--- config.mk ---
export PLATFORM = sky130hd
export DESIGN_NAME = selective_repeat_sender_window_top
export DESIGN_NICKNAME = d
export VERILOG_FILES = /design/src/design/srsw_pkg.sv /design/src/design/selective_repeat_sender_window_top.sv
export SDC_FILE = /design/constraint.sdc
export NUM_CORES = 2
export LEC_CHECK = 0
export BUFFER_PORTS_ARGS = -buffer_cell sky130_fd_sc_hd__buf_4
export CAP_MARGIN = 20
export CORE_MARGIN = 10
export CORE_UTILIZATION = 25
export CTS_CLUSTER_SIZE = 8
export DETAILED_ROUTE_END_ITERATION = 7
export PLACE_DENSITY = 0.38
export SLEW_MARGIN = 20
export SYNTH_ARGS = -nofsm -noshare
export SYNTH_HDL_FRONTEND = slang
export SYNTH_SLANG_ARGS = --single-unit
--- constraint.sdc ---
create_clock -name clk -period 12.22 [get_ports clk]
set_clock_uncertainty 0.15 [all_clocks]
set_input_delay 0.611 -clock clk [delete_from_list [all_inputs] [get_ports clk]]
set_output_delay 0.611 -clock clk [all_outputs]
set_load 0.01 [all_outputs]
--- src/design/srsw_pkg.sv ---
// Package for the selective-repeat sender window.
// Word types, request and status codes, register indexes and sequencer states.
// No dependencies.
package srsw_pkg;

    localparam int MAX_WINDOW_DEF = 16;
    localparam logic [5:0] WINDOW_SIZE_RESET = 6'd16;
    localparam logic [15:0] TIMEOUT_RESET = 16'd1000;

    localparam int CFG_IDX_W = 1;
    localparam int CFG_DATA_W = 16;
    localparam logic [CFG_IDX_W-1:0] CFG_WINDOW_SIZE = 1'b0;
    localparam logic [CFG_IDX_W-1:0] CFG_TIMEOUT = 1'b1;

    localparam logic [1:0] REQ_SEND = 2'd0;
    localparam logic [1:0] REQ_ACK_OK = 2'd1;
    localparam logic [1:0] REQ_ACK_BAD = 2'd2;
    localparam logic [1:0] REQ_TICK = 2'd3;

    typedef enum logic [2:0] {
        STAT_SENT  = 3'd0,
        STAT_FULL  = 3'd1,
        STAT_ACKED = 3'd2,
        STAT_RETX  = 3'd3,
        STAT_NONE  = 3'd4
    } status_t;

    typedef struct packed {
        logic [1:0]  req_type;
        logic [31:0] ack_packet;
        logic        is_final;
    } req_word_t;

    typedef struct packed {
        status_t     status;
        logic [31:0] packet_number;
        logic        packet_final;
        logic [31:0] base_now;
        logic        last_result;
    } res_word_t;

    typedef enum logic [3:0] {
        ST_IDLE,
        ST_MOD,
        ST_DISPATCH,
        ST_ACK_SLOT,
        ST_ACK_ADV,
        ST_ACK_RETX,
        ST_EMIT,
        ST_TICK_RD,
        ST_TICK_EVAL,
        ST_TICK_END
    } state_t;

    typedef enum logic [1:0] {
        MOD_BASE,
        MOD_NEXT,
        MOD_ACK
    } mod_tgt_t;

endpackage

--- src/design/selective_repeat_sender_window_top.sv ---
// Selective-repeat sender window: sequencer, slot flags, slot memories, remainder unit.
// Depends on srsw_pkg.
//
// Usage: the request channel (req_valid, req_stall, req_word) takes one word per
// request: a send, an intact or corrupt ack, or a time tick. The result channel
// (res_valid, res_stall, res_word) returns one word per send or ack and one word
// per retransmitted slot for a tick (a single "nothing" word if none); the last
// word of each request has last_result set. One request is processed at a time.
// An intact ack advances the base over done slots, at most 2*W of them. An
// in-window ack 2*W or more numbers above the base (after a window shrink) or
// past the 2^32 wrap finds its slot with the bit-serial remainder unit. A tick
// scans all 2*W slots. The result register lets the next request be taken while
// the last word waits; a stalled receiver holds the word and the sequencer waits
// before writing the next one. After a window_size write the slot indexes of
// base and next number are recomputed by the remainder unit before the next
// request is taken. Reset clears all flags, numbers and time and restores
// window_size 16 and timeout_ticks 1000; slot memories are not cleared.
module selective_repeat_sender_window_top #(
    parameter int MAX_WINDOW = srsw_pkg::MAX_WINDOW_DEF
) (
    input  logic                           clk,
    input  logic                           rst_n,
    input  logic                           req_valid,
    output logic                           req_stall,
    input  srsw_pkg::req_word_t            req_word,
    output logic                           res_valid,
    input  logic                           res_stall,
    output srsw_pkg::res_word_t            res_word,
    input  logic                           cfg_write,
    input  logic [srsw_pkg::CFG_IDX_W-1:0] cfg_index,
    input  logic [srsw_pkg::CFG_DATA_W-1:0] cfg_data
);

    localparam int SLOTS = 2 * MAX_WINDOW;
    localparam int SLOT_W = (SLOTS > 1) ? $clog2(SLOTS) : 1;
    localparam int CNT_W = SLOT_W + 1;

    srsw_pkg::state_t   state_reg, state_next;
    srsw_pkg::req_word_t item_reg, item_next;
    srsw_pkg::mod_tgt_t mod_tgt_reg, mod_tgt_next;
    srsw_pkg::res_word_t res_word_reg, res_word_next;
    srsw_pkg::status_t  rstat_reg, rstat_next;

    logic [5:0]        win_size_reg, win_size_next;
    logic [15:0]       timeout_reg, timeout_next;
    logic              dirty_reg, dirty_next;
    logic [31:0]       base_reg, base_next;
    logic [31:0]       next_reg, next_next;
    logic [31:0]       time_reg, time_next;
    logic [SLOT_W-1:0] base_slot_reg, base_slot_next;
    logic [SLOT_W-1:0] next_slot_reg, next_slot_next;
    logic [SLOT_W-1:0] slot_reg, slot_next;
    logic [SLOTS-1:0]  done_reg, done_next;
    logic [SLOTS-1:0]  outst_reg, outst_next;
    logic [CNT_W-1:0]  adv_cnt_reg, adv_cnt_next;
    logic [CNT_W-1:0]  scan_reg, scan_next;
    logic              pend_valid_reg, pend_valid_next;
    logic [31:0]       pend_pn_reg, pend_pn_next;
    logic              pend_fin_reg, pend_fin_next;
    logic [31:0]       rpn_reg, rpn_next;
    logic              rfin_reg, rfin_next;
    logic              res_valid_reg, res_valid_next;
    logic [CNT_W-1:0]  mod_rem_reg, mod_rem_next;
    logic [31:0]       mod_div_reg, mod_div_next;
    logic [4:0]        mod_cnt_reg, mod_cnt_next;

    // slot memories
    logic [31:0]       start_mem [SLOTS];
    logic [31:0]       packet_mem [SLOTS];
    logic              final_mem [SLOTS];
    logic [31:0]       start_rd_reg;
    logic [31:0]       packet_rd_reg;
    logic              final_rd_reg;
    logic [SLOT_W-1:0] mem_rd_addr;
    logic [SLOT_W-1:0] mem_wr_addr;
    logic              we_start;
    logic              we_entry;

    logic [5:0]        win_eff;
    logic [CNT_W-1:0]  nslots;
    logic              out_free;
    logic [31:0]       ack_dist;
    logic [31:0]       flight;
    logic [7:0]        ack_sum;
    logic [7:0]        ack_slot8;
    logic [CNT_W:0]    rem_sh;
    logic [CNT_W-1:0]  rem_new;
    logic [CNT_W-1:0]  slot_inc;
    logic [SLOT_W-1:0] scan_idx;

    always_comb
    begin
        win_eff = win_size_reg;
        if (win_size_reg == 6'd0)
        begin
            win_eff = 6'd1;
        end
        else if (win_size_reg > 6'(MAX_WINDOW))
        begin
            win_eff = 6'(MAX_WINDOW);
        end
    end

    assign nslots = CNT_W'({win_eff, 1'b0});
    assign out_free = !res_valid_reg || !res_stall;
    assign ack_dist = item_reg.ack_packet - base_reg;
    assign flight = next_reg - base_reg;
    assign ack_sum = 8'(base_slot_reg) + ack_dist[7:0];
    assign ack_slot8 = (ack_sum >= 8'(nslots)) ? ack_sum - 8'(nslots) : ack_sum;
    assign rem_sh = {mod_rem_reg, mod_div_reg[31]};
    assign rem_new = (rem_sh >= (CNT_W + 1)'(nslots)) ?
                     CNT_W'(rem_sh - (CNT_W + 1)'(nslots)) : CNT_W'(rem_sh);
    assign scan_idx = scan_reg[SLOT_W-1:0];

    assign req_stall = (state_reg != srsw_pkg::ST_IDLE) || dirty_reg || cfg_write;
    assign res_valid = res_valid_reg;
    assign res_word = res_word_reg;

    always_ff @(posedge clk)
    begin
        if (we_start)
        begin
            start_mem[mem_wr_addr] <= time_reg;
        end
        if (we_entry)
        begin
            packet_mem[mem_wr_addr] <= next_reg;
            final_mem[mem_wr_addr] <= item_reg.is_final;
        end
        start_rd_reg <= start_mem[mem_rd_addr];
        packet_rd_reg <= packet_mem[mem_rd_addr];
        final_rd_reg <= final_mem[mem_rd_addr];
    end

    always_ff @(posedge clk or negedge rst_n)
    begin
        if (!rst_n)
        begin
            state_reg <= srsw_pkg::ST_IDLE;
            item_reg <= '0;
            mod_tgt_reg <= srsw_pkg::MOD_BASE;
            res_word_reg <= '0;
            rstat_reg <= srsw_pkg::STAT_NONE;
            win_size_reg <= srsw_pkg::WINDOW_SIZE_RESET;
            timeout_reg <= srsw_pkg::TIMEOUT_RESET;
            dirty_reg <= 1'b0;
            base_reg <= '0;
            next_reg <= '0;
            time_reg <= '0;
            base_slot_reg <= '0;
            next_slot_reg <= '0;
            slot_reg <= '0;
            done_reg <= '0;
            outst_reg <= '0;
            adv_cnt_reg <= '0;
            scan_reg <= '0;
            pend_valid_reg <= 1'b0;
            pend_pn_reg <= '0;
            pend_fin_reg <= 1'b0;
            rpn_reg <= '0;
            rfin_reg <= 1'b0;
            res_valid_reg <= 1'b0;
            mod_rem_reg <= '0;
            mod_div_reg <= '0;
            mod_cnt_reg <= '0;
        end
        else
        begin
            state_reg <= state_next;
            item_reg <= item_next;
            mod_tgt_reg <= mod_tgt_next;
            res_word_reg <= res_word_next;
            rstat_reg <= rstat_next;
            win_size_reg <= win_size_next;
            timeout_reg <= timeout_next;
            dirty_reg <= dirty_next;
            base_reg <= base_next;
            next_reg <= next_next;
            time_reg <= time_next;
            base_slot_reg <= base_slot_next;
            next_slot_reg <= next_slot_next;
            slot_reg <= slot_next;
            done_reg <= done_next;
            outst_reg <= outst_next;
            adv_cnt_reg <= adv_cnt_next;
            scan_reg <= scan_next;
            pend_valid_reg <= pend_valid_next;
            pend_pn_reg <= pend_pn_next;
            pend_fin_reg <= pend_fin_next;
            rpn_reg <= rpn_next;
            rfin_reg <= rfin_next;
            res_valid_reg <= res_valid_next;
            mod_rem_reg <= mod_rem_next;
            mod_div_reg <= mod_div_next;
            mod_cnt_reg <= mod_cnt_next;
        end
    end

    always_comb
    begin
        state_next = state_reg;
        item_next = item_reg;
        mod_tgt_next = mod_tgt_reg;
        res_word_next = res_word_reg;
        rstat_next = rstat_reg;
        win_size_next = win_size_reg;
        timeout_next = timeout_reg;
        dirty_next = dirty_reg;
        base_next = base_reg;
        next_next = next_reg;
        time_next = time_reg;
        base_slot_next = base_slot_reg;
        next_slot_next = next_slot_reg;
        slot_next = slot_reg;
        done_next = done_reg;
        outst_next = outst_reg;
        adv_cnt_next = adv_cnt_reg;
        scan_next = scan_reg;
        pend_valid_next = pend_valid_reg;
        pend_pn_next = pend_pn_reg;
        pend_fin_next = pend_fin_reg;
        rpn_next = rpn_reg;
        rfin_next = rfin_reg;
        res_valid_next = res_valid_reg && res_stall;
        mod_rem_next = mod_rem_reg;
        mod_div_next = mod_div_reg;
        mod_cnt_next = mod_cnt_reg;
        mem_rd_addr = slot_reg;
        mem_wr_addr = slot_reg;
        we_start = 1'b0;
        we_entry = 1'b0;
        slot_inc = '0;

        case (state_reg)
            srsw_pkg::ST_IDLE:
            begin
                if (dirty_reg)
                begin
                    mod_rem_next = '0;
                    mod_div_next = base_reg;
                    mod_cnt_next = '0;
                    mod_tgt_next = srsw_pkg::MOD_BASE;
                    state_next = srsw_pkg::ST_MOD;
                end
                else if (req_valid && !req_stall)
                begin
                    item_next = req_word;
                    state_next = srsw_pkg::ST_DISPATCH;
                end
            end

            // bit-serial remainder by the slot count
            srsw_pkg::ST_MOD:
            begin
                mod_rem_next = rem_new;
                mod_div_next = {mod_div_reg[30:0], 1'b0};
                mod_cnt_next = mod_cnt_reg + 5'd1;
                if (mod_cnt_reg == 5'd31)
                begin
                    case (mod_tgt_reg)
                        srsw_pkg::MOD_BASE:
                        begin
                            base_slot_next = rem_new[SLOT_W-1:0];
                            mod_rem_next = '0;
                            mod_div_next = next_reg;
                            mod_cnt_next = '0;
                            mod_tgt_next = srsw_pkg::MOD_NEXT;
                        end
                        srsw_pkg::MOD_NEXT:
                        begin
                            next_slot_next = rem_new[SLOT_W-1:0];
                            dirty_next = 1'b0;
                            state_next = srsw_pkg::ST_IDLE;
                        end
                        default:
                        begin
                            slot_next = rem_new[SLOT_W-1:0];
                            state_next = srsw_pkg::ST_ACK_SLOT;
                        end
                    endcase
                end
            end

            srsw_pkg::ST_DISPATCH:
            begin
                case (item_reg.req_type)
                    srsw_pkg::REQ_SEND:
                    begin
                        state_next = srsw_pkg::ST_EMIT;
                        if (flight < 32'(win_eff))
                        begin
                            mem_wr_addr = next_slot_reg;
                            we_start = 1'b1;
                            we_entry = 1'b1;
                            done_next[next_slot_reg] = 1'b0;
                            outst_next[next_slot_reg] = 1'b1;
                            next_next = next_reg + 32'd1;
                            slot_inc = CNT_W'(next_slot_reg) + 1'b1;
                            // number wrap restarts at slot 0
                            next_slot_next = (slot_inc == nslots || next_reg == '1) ?
                                             '0 : slot_inc[SLOT_W-1:0];
                            rstat_next = srsw_pkg::STAT_SENT;
                            rpn_next = next_reg;
                            rfin_next = item_reg.is_final;
                        end
                        else
                        begin
                            rstat_next = srsw_pkg::STAT_FULL;
                            rpn_next = '0;
                            rfin_next = 1'b0;
                        end
                    end
                    srsw_pkg::REQ_ACK_OK, srsw_pkg::REQ_ACK_BAD:
                    begin
                        if (!(ack_dist < flight))
                        begin
                            rstat_next = srsw_pkg::STAT_NONE;
                            rpn_next = '0;
                            rfin_next = 1'b0;
                            state_next = srsw_pkg::ST_EMIT;
                        end
                        else if (ack_dist < 32'(nslots) && item_reg.ack_packet >= base_reg)
                        begin
                            slot_next = ack_slot8[SLOT_W-1:0];
                            state_next = srsw_pkg::ST_ACK_SLOT;
                        end
                        else
                        begin
                            mod_rem_next = '0;
                            mod_div_next = item_reg.ack_packet;
                            mod_cnt_next = '0;
                            mod_tgt_next = srsw_pkg::MOD_ACK;
                            state_next = srsw_pkg::ST_MOD;
                        end
                    end
                    srsw_pkg::REQ_TICK:
                    begin
                        time_next = time_reg + 32'd1;
                        scan_next = '0;
                        pend_valid_next = 1'b0;
                        state_next = srsw_pkg::ST_TICK_RD;
                    end
                    default:
                    begin
                        state_next = srsw_pkg::ST_IDLE;
                    end
                endcase
            end

            srsw_pkg::ST_ACK_SLOT:
            begin
                if (item_reg.req_type == srsw_pkg::REQ_ACK_OK)
                begin
                    done_next[slot_reg] = 1'b1;
                    outst_next[slot_reg] = 1'b0;
                    adv_cnt_next = '0;
                    state_next = srsw_pkg::ST_ACK_ADV;
                end
                else if (!outst_reg[slot_reg] || done_reg[slot_reg])
                begin
                    rstat_next = srsw_pkg::STAT_NONE;
                    rpn_next = '0;
                    rfin_next = 1'b0;
                    state_next = srsw_pkg::ST_EMIT;
                end
                else
                begin
                    we_start = 1'b1;
                    state_next = srsw_pkg::ST_ACK_RETX;
                end
            end

            // walk the base over done slots
            srsw_pkg::ST_ACK_ADV:
            begin
                if (adv_cnt_reg < nslots && base_reg != next_reg && done_reg[base_slot_reg])
                begin
                    base_next = base_reg + 32'd1;
                    slot_inc = CNT_W'(base_slot_reg) + 1'b1;
                    base_slot_next = (slot_inc == nslots || base_reg == '1) ?
                                     '0 : slot_inc[SLOT_W-1:0];
                    adv_cnt_next = adv_cnt_reg + 1'b1;
                end
                else
                begin
                    rstat_next = srsw_pkg::STAT_ACKED;
                    rpn_next = item_reg.ack_packet;
                    rfin_next = final_rd_reg;
                    state_next = srsw_pkg::ST_EMIT;
                end
            end

            srsw_pkg::ST_ACK_RETX:
            begin
                rstat_next = srsw_pkg::STAT_RETX;
                rpn_next = packet_rd_reg;
                rfin_next = final_rd_reg;
                state_next = srsw_pkg::ST_EMIT;
            end

            srsw_pkg::ST_EMIT:
            begin
                if (out_free)
                begin
                    res_valid_next = 1'b1;
                    res_word_next.status = rstat_reg;
                    res_word_next.packet_number = rpn_reg;
                    res_word_next.packet_final = rfin_reg;
                    res_word_next.base_now = base_reg;
                    res_word_next.last_result = 1'b1;
                    state_next = srsw_pkg::ST_IDLE;
                end
            end

            srsw_pkg::ST_TICK_RD:
            begin
                mem_rd_addr = scan_idx;
                if (scan_reg == nslots)
                begin
                    state_next = srsw_pkg::ST_TICK_END;
                end
                else if (outst_reg[scan_idx] && !done_reg[scan_idx])
                begin
                    state_next = srsw_pkg::ST_TICK_EVAL;
                end
                else
                begin
                    scan_next = scan_reg + 1'b1;
                end
            end

            // one retransmit held back so the last word of the tick can be marked
            srsw_pkg::ST_TICK_EVAL:
            begin
                mem_rd_addr = scan_idx;
                mem_wr_addr = scan_idx;
                if ((time_reg - start_rd_reg) > 32'(timeout_reg))
                begin
                    if (!pend_valid_reg || out_free)
                    begin
                        if (pend_valid_reg)
                        begin
                            res_valid_next = 1'b1;
                            res_word_next.status = srsw_pkg::STAT_RETX;
                            res_word_next.packet_number = pend_pn_reg;
                            res_word_next.packet_final = pend_fin_reg;
                            res_word_next.base_now = base_reg;
                            res_word_next.last_result = 1'b0;
                        end
                        pend_valid_next = 1'b1;
                        pend_pn_next = packet_rd_reg;
                        pend_fin_next = final_rd_reg;
                        we_start = 1'b1;
                        scan_next = scan_reg + 1'b1;
                        state_next = srsw_pkg::ST_TICK_RD;
                    end
                end
                else
                begin
                    scan_next = scan_reg + 1'b1;
                    state_next = srsw_pkg::ST_TICK_RD;
                end
            end

            srsw_pkg::ST_TICK_END:
            begin
                if (out_free)
                begin
                    res_valid_next = 1'b1;
                    res_word_next.status = pend_valid_reg ? srsw_pkg::STAT_RETX
                                                          : srsw_pkg::STAT_NONE;
                    res_word_next.packet_number = pend_valid_reg ? pend_pn_reg : '0;
                    res_word_next.packet_final = pend_valid_reg && pend_fin_reg;
                    res_word_next.base_now = base_reg;
                    res_word_next.last_result = 1'b1;
                    pend_valid_next = 1'b0;
                    state_next = srsw_pkg::ST_IDLE;
                end
            end

            default:
            begin
                state_next = srsw_pkg::ST_IDLE;
            end
        endcase

        if (cfg_write)
        begin
            case (cfg_index)
                srsw_pkg::CFG_WINDOW_SIZE:
                begin
                    win_size_next = cfg_data[5:0];
                    dirty_next = 1'b1;
                end
                srsw_pkg::CFG_TIMEOUT:
                begin
                    timeout_next = cfg_data;
                end
                default:
                begin
                    timeout_next = timeout_reg;
                end
            endcase
        end
    end

    a_flight_bound: assert property (@(posedge clk) disable iff (!rst_n)
        (next_reg - base_reg) <= 32'(MAX_WINDOW))
        else $error("packets in flight exceed the largest window");

    a_slot_exclusive: assert property (@(posedge clk) disable iff (!rst_n)
        (done_reg & outst_reg) == '0)
        else $error("slot both done and outstanding");

    a_slot_index: assert property (@(posedge clk) disable iff (!rst_n)
        dirty_reg || (CNT_W'(next_slot_reg) < nslots && CNT_W'(base_slot_reg) < nslots))
        else $error("slot index beyond slot count");

    a_pend_scope: assert property (@(posedge clk) disable iff (!rst_n)
        pend_valid_reg |-> (state_reg == srsw_pkg::ST_TICK_RD
                            || state_reg == srsw_pkg::ST_TICK_EVAL
                            || state_reg == srsw_pkg::ST_TICK_END))
        else $error("held retransmit outside a tick");

endmodule

; Word level (Yosys, flattened, before mapping)
; Memory sizes are Yosys's and may differ from the RTL's. A register that Yosys moved wholly into a read port is not among the register bits.
; Index checks and enable logic that the tools add are counted.
[word_totals]
memories = 3
out_inout_bits = 71
regBits = 434
input_bits = 57
elab_cells = 339
ramBits = 2080
[mem_list]
columns = name, depth, width, rd, rd_ports_with_merged_regs, write_ports, line_no
row1 = packet_mem, 32, 32, 1, 1, 1, selective_repeat_sender_window_top.sv:69  ; logic [31:0] packet_mem [SLOTS];
row2 = start_mem, 32, 32, 1, 1, 1, selective_repeat_sender_window_top.sv:68  ; logic [31:0] start_mem [SLOTS];
row3 = final_mem, 32, 1, 1, 1, 1, selective_repeat_sender_window_top.sv:70  ; logic final_mem [SLOTS];
[classes]
n_addsub = 14
n_mux = 156
eq_ne = 51
order_cmp = 15
n_reduce_logical = 59
n_bitwise = 8
[ops]
columns = operator, count
row1 = $mux 32, 18
row2 = $mux 69, 5
row3 = $pmux 69 s3, 1
row4 = $pmux 32 s2, 3
row5 = $pmux 32 s4, 1
row6 = $mux 5, 24
row7 = $add 32x1->32 const B, 3
row8 = $mux 6, 16
row9 = $pmux 32 s3, 1
row10 = $sub 32x32->32, 3
row11 = $and 32x32->32, 2
row12 = $eq 32x32->1 const B, 2
row13 = $lt 32x6->1, 2
row14 = $not 32->32, 2
row15 = $or 32x32->32, 2
row16 = $ne 2x2->1 const B, 22
row17 = $pmux 5 s2, 4
row18 = $mux 1, 37
row19 = $mux 4, 9
row20 = $pmux 4 s9, 1
row21 = $pmux 6 s3, 2
row22 = $ge 32x32->1, 1
row23 = $gt 32x16->1, 1
row24 = $lt 32x32->1, 1
row25 = 55 further kinds, 140

; Longest topological paths before layout
[depth]
word_depth = 9
mapped_depth = 27
depth_no_buf = 25

; Worst setup path after synthesis
; Ideal clock, no wire load.
[synth_path]
path_kind = flip-flop to flip-flop
from = register time_reg[0]
to = memory start_mem[0][0], enable pin
setup_time_ns = 0.421
slack_ns = 5.668
n_path_buf = 1
stages_incl_launch_ff = 26
required_time_ns = 11.649
period_less_slack_ns = 6.552
arrival_time_ns = 5.981
cell_sequence = dfrtp_1 > inv_1 > ha_1 > inv_1 > fa_1 > a21oi_1 > o211ai_1 > a31oi_1 > o21bai_1 > a21oi_1 > o21bai_1 > a21oi_1 > xnor2_1 > ha_1 > nand4_1 > nor2_1 > o311ai_0 > nand4_1 > nor4_1 > nand4_1 > nor4b_2 > a211oi_1 > o21ai_0 > a21bo_2 > clkbuf_1 > nor2_1
[synth_between]
elab_chain_len = 6
[synth_rtl]
columns = item, line_no
row1 = from (decl), selective_repeat_sender_window_top.sv:49  ; logic [31:0] time_reg, time_next;
row2 = from (signal assigned), selective_repeat_sender_window_top.sv:179  ; time_reg <= time_next;
row3 = $sub 32x32->32, selective_repeat_sender_window_top.sv:437  ; if ((time_reg - start_rd_reg) > 32'(timeout_reg))
row4 = $gt 32x16->1, selective_repeat_sender_window_top.sv:437
row5 = $mux 1, selective_repeat_sender_window_top.sv:437
row6 = $pmux 1 s3, selective_repeat_sender_window_top.sv:234  ; case (state_reg)
row7 = $mux 1, selective_repeat_sender_window_top.sv:121  ; if (we_start)
row8 = $mux 1 (implied by the code), selective_repeat_sender_window_top.sv:123  ; start_mem[mem_wr_addr] <= time_reg;
row9 = to (decl), selective_repeat_sender_window_top.sv:68
; Every way passes these cells.

; Worst setup path in the final report
[layout_path]
from = register next_reg[0]
to = memory start_mem[4][12], enable pin
[layout_between]
elab_chain_len = 7
word_cells_on_any_way = 10
classes_between = add/sub: 1 / order compare: 1 / mux: 8
[layout_rtl]
columns = item, line_no
row1 = from (decl), selective_repeat_sender_window_top.sv:48  ; logic [31:0] next_reg, next_next;
row2 = from (signal assigned), selective_repeat_sender_window_top.sv:178  ; next_reg <= next_next;
row3 = $sub 32x32->32 *, selective_repeat_sender_window_top.sv:107  ; assign flight = next_reg - base_reg;
row4 = $lt 32x6->1 *, selective_repeat_sender_window_top.sv:290  ; if (flight < 32'(win_eff))
row5 = $mux 1, selective_repeat_sender_window_top.sv:290
row6 = $mux 1, selective_repeat_sender_window_top.sv:286  ; case (item_reg.req_type)
row7 = $pmux 1 s3, selective_repeat_sender_window_top.sv:234
row8 = $mux 1, selective_repeat_sender_window_top.sv:121
row9 = $mux 1 (implied by the code), selective_repeat_sender_window_top.sv:123
; Every way passes the cells marked *; elsewhere a longest branch is shown, timed or not.

==> results.md <==
* Reg2reg end: start_mem[4][12]
* H-Tree Level Count at 5
* First-pass GRT wire length at between 500 and 600 mm
* Fin. max-slew vios at 0
* Worst vdd ir at about 200 uV
* Max FO, Critical Path at 32
* Simple-gate share of the synthesized area at 0.149
* Arr. time, crit path at 7720 ps
* Outcome: completed
* Largest family of logic cells by synthesized area: simple AND/OR/NAND/NOR gates
* Root buf cell: clkbuf_16
* Worst-Skew Late Latency at 930 ps
* Dpl hpwl at around 230 mm
* DIE HEIGHT at approximately 690 um
* Ratio of cells with drive above 1 in the final layout at 0.115
* # rows at ~250
* Commonest non-fill, non-tap cell in the layout: nand2_1
* Slew HR at 0.203
* Post-Synth Adder-Cell Area at 0.0213
* Hold path start: cfg_index
* Final hold vios at 0
* Syn-to-layout area delta at 17.5%
* CTS tree: done
* Worst Tran Pin Value at 1190 ps
* Met3 usage at 0.0237
* Final period utilization at 0.603
* 1st-pass router iterations at 5
* Synth Register Bits at 2,579
* Met2 usage at 0.244
* Synthesis Warnings at 0
* WS Path Type: reg -> reg
* Port-buffer cells at ~130
* Sequential area share after synthesis at 0.664
* Nets at a little under 10,000
* Mean Syn Cell Area at 12.0 um2
* Setup TNS at 0 ps
* Final setup fails at 0
* Routed via count at approximately 77,000
* Gpl congestion at 0.850
* Clock buffer count from CTS at approximately 360
* Post-synth EDFFs at 2,080
* GRT overflow at 0
* Req. time, crit path at ~13,000 ps
* Initial Util at 0.251
* Final wirelength at about 390 mm
* CP endpoint: start_mem[4][12]
* Drt drc at 0
* Crit start category: flop
* Vias/cell at a little under 5
* Leak at around 47 nW
* Reg2Reg Setup Slack at 4860 ps
* Core area at approximately 450,000 um2
* Most used DFF post-synth: edfxtp_1
* Most Crowded Layer GR: met2
* Clock slew at reported path FFs at around 50 ps
* Most frequent cells in the layout: nand2_1, edfxtp_1, nand3_1
* Pwr Total at around 27 mW
* Max Fclk at roughly 140 MHz
* IO Pins at 128
* Avg WL per Cell at ~25 um
* CTS max path bufs at 4
* Initial antenna violation count at 23
* Worst Setup SP: next_reg[0]
* R2R Path Start: next_reg[0]
* Die W at about 700 um
* Post-Synthesis Cells at around 9,400
* Mux contribution to synthesized area at 0.0226
* CTS Sinks at between 2,000 and 3,000
* Setup repair after global routing missed its margin: false
* Post-layout minimum cycle time at roughly 7400 ps
* Post-synth cell types at between 90 and 100
* DRC marker count from the first detailed-route iteration at 6,633
* Max cap viols at 0
* Crit end category: flop
* Post-Synthesis Net Count at roughly 9,700
* Synth async-reset ratio at 0.168
* Largest net degree at the start of global routing at 147
* Compound-Gate Fraction of Synth Area at 0.101
* Worst-case reg-to-reg path depth at 16
* Hold Crit Class: in -> reg
* GRT Util Overall at 0.155
* Antenna Violating Nets Remaining at 0
* Pwr dens at about 200 nW/um2
* Synth Area in XOR/XNOR at 0.0150
* Post-synth design cell area at approximately 110,000 um2
* Vias in the first global route at between 70,000 and 80,000
* Met1 Use GR at 0.225
* Util after Layout at 0.295
* Cts repair resizes at 0
* Die area at 477,000 um2
-- worst min-delay path by stage --
stage                                end  slack (ps)  depth (start not counted)
after detailed placement    time_reg[30]         300                          1
after CTS                      dirty_reg          10                          3
after floorplan           adv_cnt_reg[0]         170                          0
after global placement      time_reg[30]         300                          1
after global routing           dirty_reg          80                          3
final                          dirty_reg          80                          3
-- metrics by stage --
stage	std cells	cell area, um2	hold WS (ps)	setup slack, ps
after floorplan	9408	112000	165	5670
after global placement	15100	121000	305	4810
after CTS	15700	132000	14.8	4660
after detailed placement	15100	121000	302	4750
final	15700	132000	81.8	4860
after global routing	15700	132000	83.0	4280
-- what timing repair did --
action	in CTS	in global routing
hold buffers	53	0
hold endpoints to repair	140	0
buffers inserted	0	0
-- cell usage after synthesis, types with 132 or more instances --
library cell  instances  area share
nand2_1            2275       0.076
edfxtp_1           2080        0.56
nand3_1             604       0.027
clkbuf_1            571       0.019
dfrtp_1             426       0.095
a311oi_1            400       0.031
nor2_1              315       0.011
a21oi_1             294       0.013
and3_1              293       0.016
o21ai_0             205      0.0091
inv_1               193      0.0064
ha_1                182       0.020
a31oi_1             174      0.0097
mux2_2              159       0.016
xnor2_1             132       0.010
-- final cells by class --
type / count / area (um2)
fill: 45300 / 316000
sequential: 2579 / 74700
multi-input combinational: 6024 / 35500
clock buffer: 529 / 9850
tap: 5952 / 7450
timing repair buffer: 437 / 3730
inverter: 193 / 724
clock inverter: 19 / 255
antenna: 7 / 17.5
-- routing by layer --
layer | vias up | wire [um]
met2 | 2111 | 174000
met1 | 39500 | 184000
met5 | - | 0
met4 | 0 | 7400
li1 | 35100 | -
met3 | 451 | 21400
-- cell families after synthesis --
group,count (synthesis)
AO/OA/AOI/OAI,1621
XOR/XNOR,192
adder cells (fa/ha/maj),188
buffers and inverters,805
flip-flops,2579
multiplexers,200
other,1
AND/OR/NAND/NOR,3822
-- power breakdown --
group	switching (mW)	total (mW)	internal, mW
clock	3.76	9.27	5.51
combinational	4.84	7.17	2.34
sequential	0.323	10.2	9.86
-- worst max-delay path, cell delays in order, from the launching register on --
cell and delay, ps:
dfrtp_1 370, inv_1 180, ha_1 220, inv_1 60
fa_1 420, a211oi_2 380, nor4_1 130, a211oi_2 540
o311ai_1 270, xnor2_1 410, and4b_1 250, nand3_1 130
nor4_2 310, nand4_1 530, a221oi_1 680, nand3_1 750
nor2_4 1100
No activity file was read; power rests on OpenSTA's default activity.
